[config.mk]
export PLATFORM = sky130hd
export DESIGN_NAME = ugci_mulfrac
export DESIGN_NICKNAME = d
export VERILOG_FILES = /design/src/ugci_pkg.sv /design/src/ugci_mulfrac.sv
export SDC_FILE = /design/constraint.sdc
export NUM_CORES = 2
export LEC_CHECK = 0
export BUFFER_PORTS_ARGS = -buffer_cell sky130_fd_sc_hd__buf_2
export CORE_UTILIZATION = 60
export DETAILED_ROUTE_END_ITERATION = 10
export GPL_ROUTABILITY_DRIVEN = 0
export GPL_TIMING_DRIVEN = 0
export PLACE_DENSITY_LB_ADDON = 0.1
export SLEW_MARGIN = 20
export SYNTH_ARGS = -nofsm -noshare
export SYNTH_HDL_FRONTEND = slang
export SYNTH_SLANG_ARGS = --single-unit
[constraint.sdc]
create_clock -name clk -period 9.65 [get_ports clk]
set_input_delay 1.4475 -clock clk [delete_from_list [all_inputs] [get_ports clk]]
set_output_delay 1.4475 -clock clk [all_outputs]
set_load 0.02 [all_outputs]
[src/ugci_pkg.sv]
// shared types and codes for the uniform grid cubic interpolator
package ugci_pkg;

  typedef enum logic [1:0] {
    OP_WRITE = 2'd0,
    OP_VALUE = 2'd1,
    OP_SLOPE = 2'd2,
    OP_NONE  = 2'd3
  } op_t;

  typedef enum logic [1:0] {
    ST_OK      = 2'd0,
    ST_OUTSIDE = 2'd1,
    ST_BADIDX  = 2'd2,
    ST_RSVD    = 2'd3
  } status_t;

  localparam logic [1:0] REG_GRID_MIN = 2'd0;
  localparam logic [1:0] REG_INV_SPC  = 2'd1;
  localparam logic [1:0] REG_COUNT    = 2'd2;

endpackage

[src/ugci_mulfrac.sv]
// pipelined signed-by-fraction multiply, truncated toward zero
module ugci_mulfrac
  import ugci_pkg::*;
#(
  parameter int XW = 48,
  parameter int FB = 16
) (
  input  logic                 clk,
  input  logic                 en,
  input  logic signed [XW-1:0] x,
  input  logic        [FB:0]   f,
  output logic signed [XW-1:0] y
);
  // magnitude times fraction, then shift and restore sign
  logic [XW-1:0]    mag;
  logic [XW+FB:0]   prod;
  logic             neg;
  logic [XW-1:0]    shifted;

  always_comb begin
    mag = x[XW-1] ? XW'(-x) : XW'(x);
  end

  always_ff @(posedge clk) begin
    if (en) begin
      prod <= (XW+FB+1)'(mag) * (XW+FB+1)'(f);
      neg  <= x[XW-1];
    end
  end

  assign shifted = prod[FB +: XW];
  assign y = neg ? -$signed(shifted) : $signed(shifted);
endmodule

# Yosys cells after proc, flatten, opt, wreduce, memory -nomap -nowiden
# Cells that the tools add are included.
op_classes:
  n_addsub: 2
  multipliers: 1
  mux: 2
ops:
  columns: ["operator", "count"]
  rows:
  - ["$mux W48", 2]
  - ["$neg A48 Y48", 2]
  - ["$mul A48 B17 Y64", 1]
totals:
  ff_bits: 65
  in_bits: 67
  elab_cells: 7

# Depth between registers and ports, before layout
depth:
  ltp_word: 3
  ltp_mapped: 34
  mapped_depth_nobuf: 32

# Least setup slack after synthesis
# No wires, ideal clock.
synth_timing:
  path_kind: "input port to flip-flop"
  from: "input x[3]"
  to: "register prod[56] (data pin)"
  setup_ns: 0.265
  t_arrival_ns: 10.168
  slack_ns: -0.783
  cell_stages: 30
  n_path_buf: 1
  cell_sequence: "or4_1 or3_1 or4_1 or4_1 or4_1 o41ai_1 xnor2_1 clkbuf_1 nand2_1 fa_1 inv_1 fa_1 fa_1 fa_1 fa_1 inv_1 fa_1 inv_1 ha_1 a21oi_1 o21ai_0 a21o_1 a211o_1 o211ai_1 o211ai_1 a31oi_1 o31ai_1 a311oi_1 o21ai_0 xor2_1"
synth_via:
  elab_chain_len: 3
synth_lines:
  columns: ["element", "line_no", "source"]
  rows:
  - ["start: declaration", "ugci_mulfrac.sv:10", "input logic signed [XW-1:0] x,"]
  - ["$neg A48 Y48", "ugci_mulfrac.sv:21", "mag = x[XW-1] ? XW'(-x) : XW'(x);"]
  - ["$mux W48 *", "ugci_mulfrac.sv:21", null]
  - ["$mul A48 B17 Y64 *", "ugci_mulfrac.sv:26", "prod <= (XW+FB+1)'(mag) * (XW+FB+1)'(f);"]
  - ["end signal: assignment", "ugci_mulfrac.sv:26", null]
  - ["end: declaration", "ugci_mulfrac.sv:16", "logic [XW+FB:0] prod;"]
# Mark *: on every way between the ends. The rest lies on a longest branch, timed or not.
# A chain may end at the register's enable or synchronous reset.

# Worst setup path after layout
layout_timing:
  from: "input x[6]"
  to: "register prod[61] (data pin)"
# Same word-level chain as after synthesis.

==> results.toml <==
[clocking]
clockBufferDepth = 2
cts.sinks = 49
cts_tree = "done"
cts_root_buf = "clkbuf_16"
cts.clk_slew.worst_paths_ns = 0.07
cts_buffers = 5
cts_max_level = 2
hold_buffers = 0

[sta]
drv_slew = 0
rsz0062_at_grt = "yes"
worst_slack_ns = -0.768
finalSetupViolations = 32
tightest_slew_ns = 1.17
timing.final.crit_share = 1.08
fin_hold_ws_ns = 1.50
max_freq_ghz = 0.0960
period_minus_slack_ns = 10.42
hold_viol = 0
slew_headroom = 0.223

[job]
max_cap_viol_count = 0

[global_routing]
grt.overflow.total = 0
antenna_found_initial = 2
grt_pass1_vias = 25100
grtUsageTotal = 0.396
grt_max_degree = 50
grt_pass1_wl_um = 140000

[cells_and_area]
area_growth_pct = 16.5
finalNetCount = 4286
drive_gt1_frac = 0.158
fin_area_sq_um = 32400
instances_no_fill = 4001

[logic_synthesis]
yosys_register_bits = 49
synth-seq-area-share = 0.0529
synth_cells = 3150
synth-async-reset-ratio = 0
ys.flop_type = "edfxtp_1"
syn_nets = 4038
synth_area_sq_um = 27800
ys_types = 54
syn_avg_cell_area_sq_um = 8.83
yosysWarningCount = 0
synth_edf_count = 49

[floorplan]
dieArea_sq_um = 47200
io_pins = 115
rows = 78
dieHeight_um = 217
die_w_um = 217
start_util = 0.610
coreArea_sq_um = 45600

[placement]
portBuffers = 99
dp_slack_ns = -3.22
hpwlAfterDp_um = 71200
post-place-cells = 3849
place_area_sq_um = 29300

[worst_setup_path]
cpMaxStageDelayCell = "fa_1"
worstSetupEndpointType = "flip-flop"
cp.depth = 34
crit_family = "adder cells"
max_stage_delay_ns = 0.60
crit_type = "input pin to flip-flop"
crit_end = "prod[61]"
crit_buf_inv = 7
cp_common_cell = "fa_1"
arrival_ns = 10.47
required_ns = 9.70
worstSetupStartpoint = "x[6]"
start_kind = "input pin"
path_max_fanout = 7

[hold_path]
hold_path_class = "input pin to flip-flop"

[route]
routed_via_density = 5.75
dr.first_iter.drc_count = 1968
dr_total_vias = 23000
drt_pass1_iterations = 6
ant_nets = 0
wirelength_um = 89100
drc_errors = 0
wl_per_cell_um = 22.3

[status]
violations = "negative setup slack"
status = "finished, violations left"
[sequential cells by signal, indices dropped and copies added (netlist names)]
signal / count
neg: 1
prod: 48
[placed cells by master, fill, tap and decap left out, drive strengths merged, types with 2 or more instances in the layout]
| cell type | count |
|---|---|
| inv | 750 |
| o41ai | 12 |
| o21ai | 55 |
| a31oi | 6 |
| nand2 | 580 |
| a31o | 3 |
| a211oi | 7 |
| and3 | 5 |
| nor4 | 8 |
| or4 | 16 |
| clkbuf | 144 |
| o31ai | 32 |
| a311oi | 2 |
| o21bai | 6 |
| clkinv | 2 |
| nor3 | 14 |
| a21o | 27 |
| a221oi | 2 |
| edfxtp | 49 |
| nand2b | 9 |
| nor2b | 5 |
| nand3 | 4 |
| a2111oi | 2 |
| a211o | 2 |
| diode | 2 |
| nand4 | 12 |
| fa | 686 |
| nor2 | 40 |
| a21oi | 51 |
| xor2 | 20 |
| o21a | 2 |
| ha | 135 |
| o211a | 2 |
| and2 | 299 |
| o211ai | 5 |
| nand3b | 2 |
| or3 | 16 |
| buf | 253 |
| xnor2 | 123 |
[area by class of cell]
cell class	count	area, sq um
Antenna cell	2	5.00
Tap cell	600	751
Clock inverter	2	10.0
Sequential cell	49	1470
Inverter	750	2820
Fill cell	3476	13200
Buffer	149	841
Multi-Input combinational cell	2201	24600
Timing Repair Buffer	242	1730
Clock buffer	6	129
[Yosys cell counts, types with 14 or more instances]
| master | number | area, sq um |
|---|---|---|
| edfxtp_1 | 49 | 1470 |
| ha_1 | 135 | 1690 |
| o31ai_1 | 32 | 240 |
| o21ai_0 | 55 | 275 |
| nor2_1 | 40 | 150 |
| fa_1 | 686 | 13700 |
| and2_1 | 299 | 1870 |
| a21oi_1 | 51 | 255 |
| a21o_1 | 27 | 203 |
| xor2_1 | 20 | 175 |
| xnor2_1 | 123 | 1080 |
| nand2_1 | 580 | 2180 |
| inv_1 | 750 | 2820 |
| nor3_1 | 14 | 70.1 |
| or4_1 | 14 | 105 |
| clkbuf_1 | 148 | 556 |
[per-stage QoR]
stage	TNS [ns]	utilization
after floorplan	-0.633	-
after global placement	-71.71	0.643
after detailed placement	-78.37	0.643
after CTS	-9.46	0.696
after global routing	-19.74	0.711
final	-12.59	0.711
[kinds of logic after synthesis]
logic type               synth area share
XOR/XNOR                           0.0450
AO/OA/AOI/OAI                      0.0524
flip-flops                         0.0529
adder cells (fa/ha/maj)             0.554
AND/OR/NAND/NOR                     0.174
buffers and inverters               0.122
[routing by layer]
layer,GRT usage,part of all wire,wire [um]
met1,0.491,0.36,32300
met2,0.642,0.47,41500
met3,0.105,0.11,9560
met4,0.199,0.065,5750
met5,0,0.00019,17
[timing repair]
item	4_1_cts	5_1_grt
cloned	3	1
pin swaps	87	107
gates resized for setup	295	116
setup buffers	102	39
setup endpoints to repair	43	39
[worst min path at each step]
stage	startpoint	end	slack, ns	cells after the start
after floorplan	x[47]	neg	1.55	0
after global placement	x[47]	neg	1.83	1
after detailed placement	x[47]	neg	1.84	1
after CTS	x[47]	neg	1.51	1
after global routing	x[47]	neg	1.50	1
final	x[47]	neg	1.50	1
Power is not shown: default switching activity piles up to over one toggle a cycle in this logic, so the estimate is an artifact.
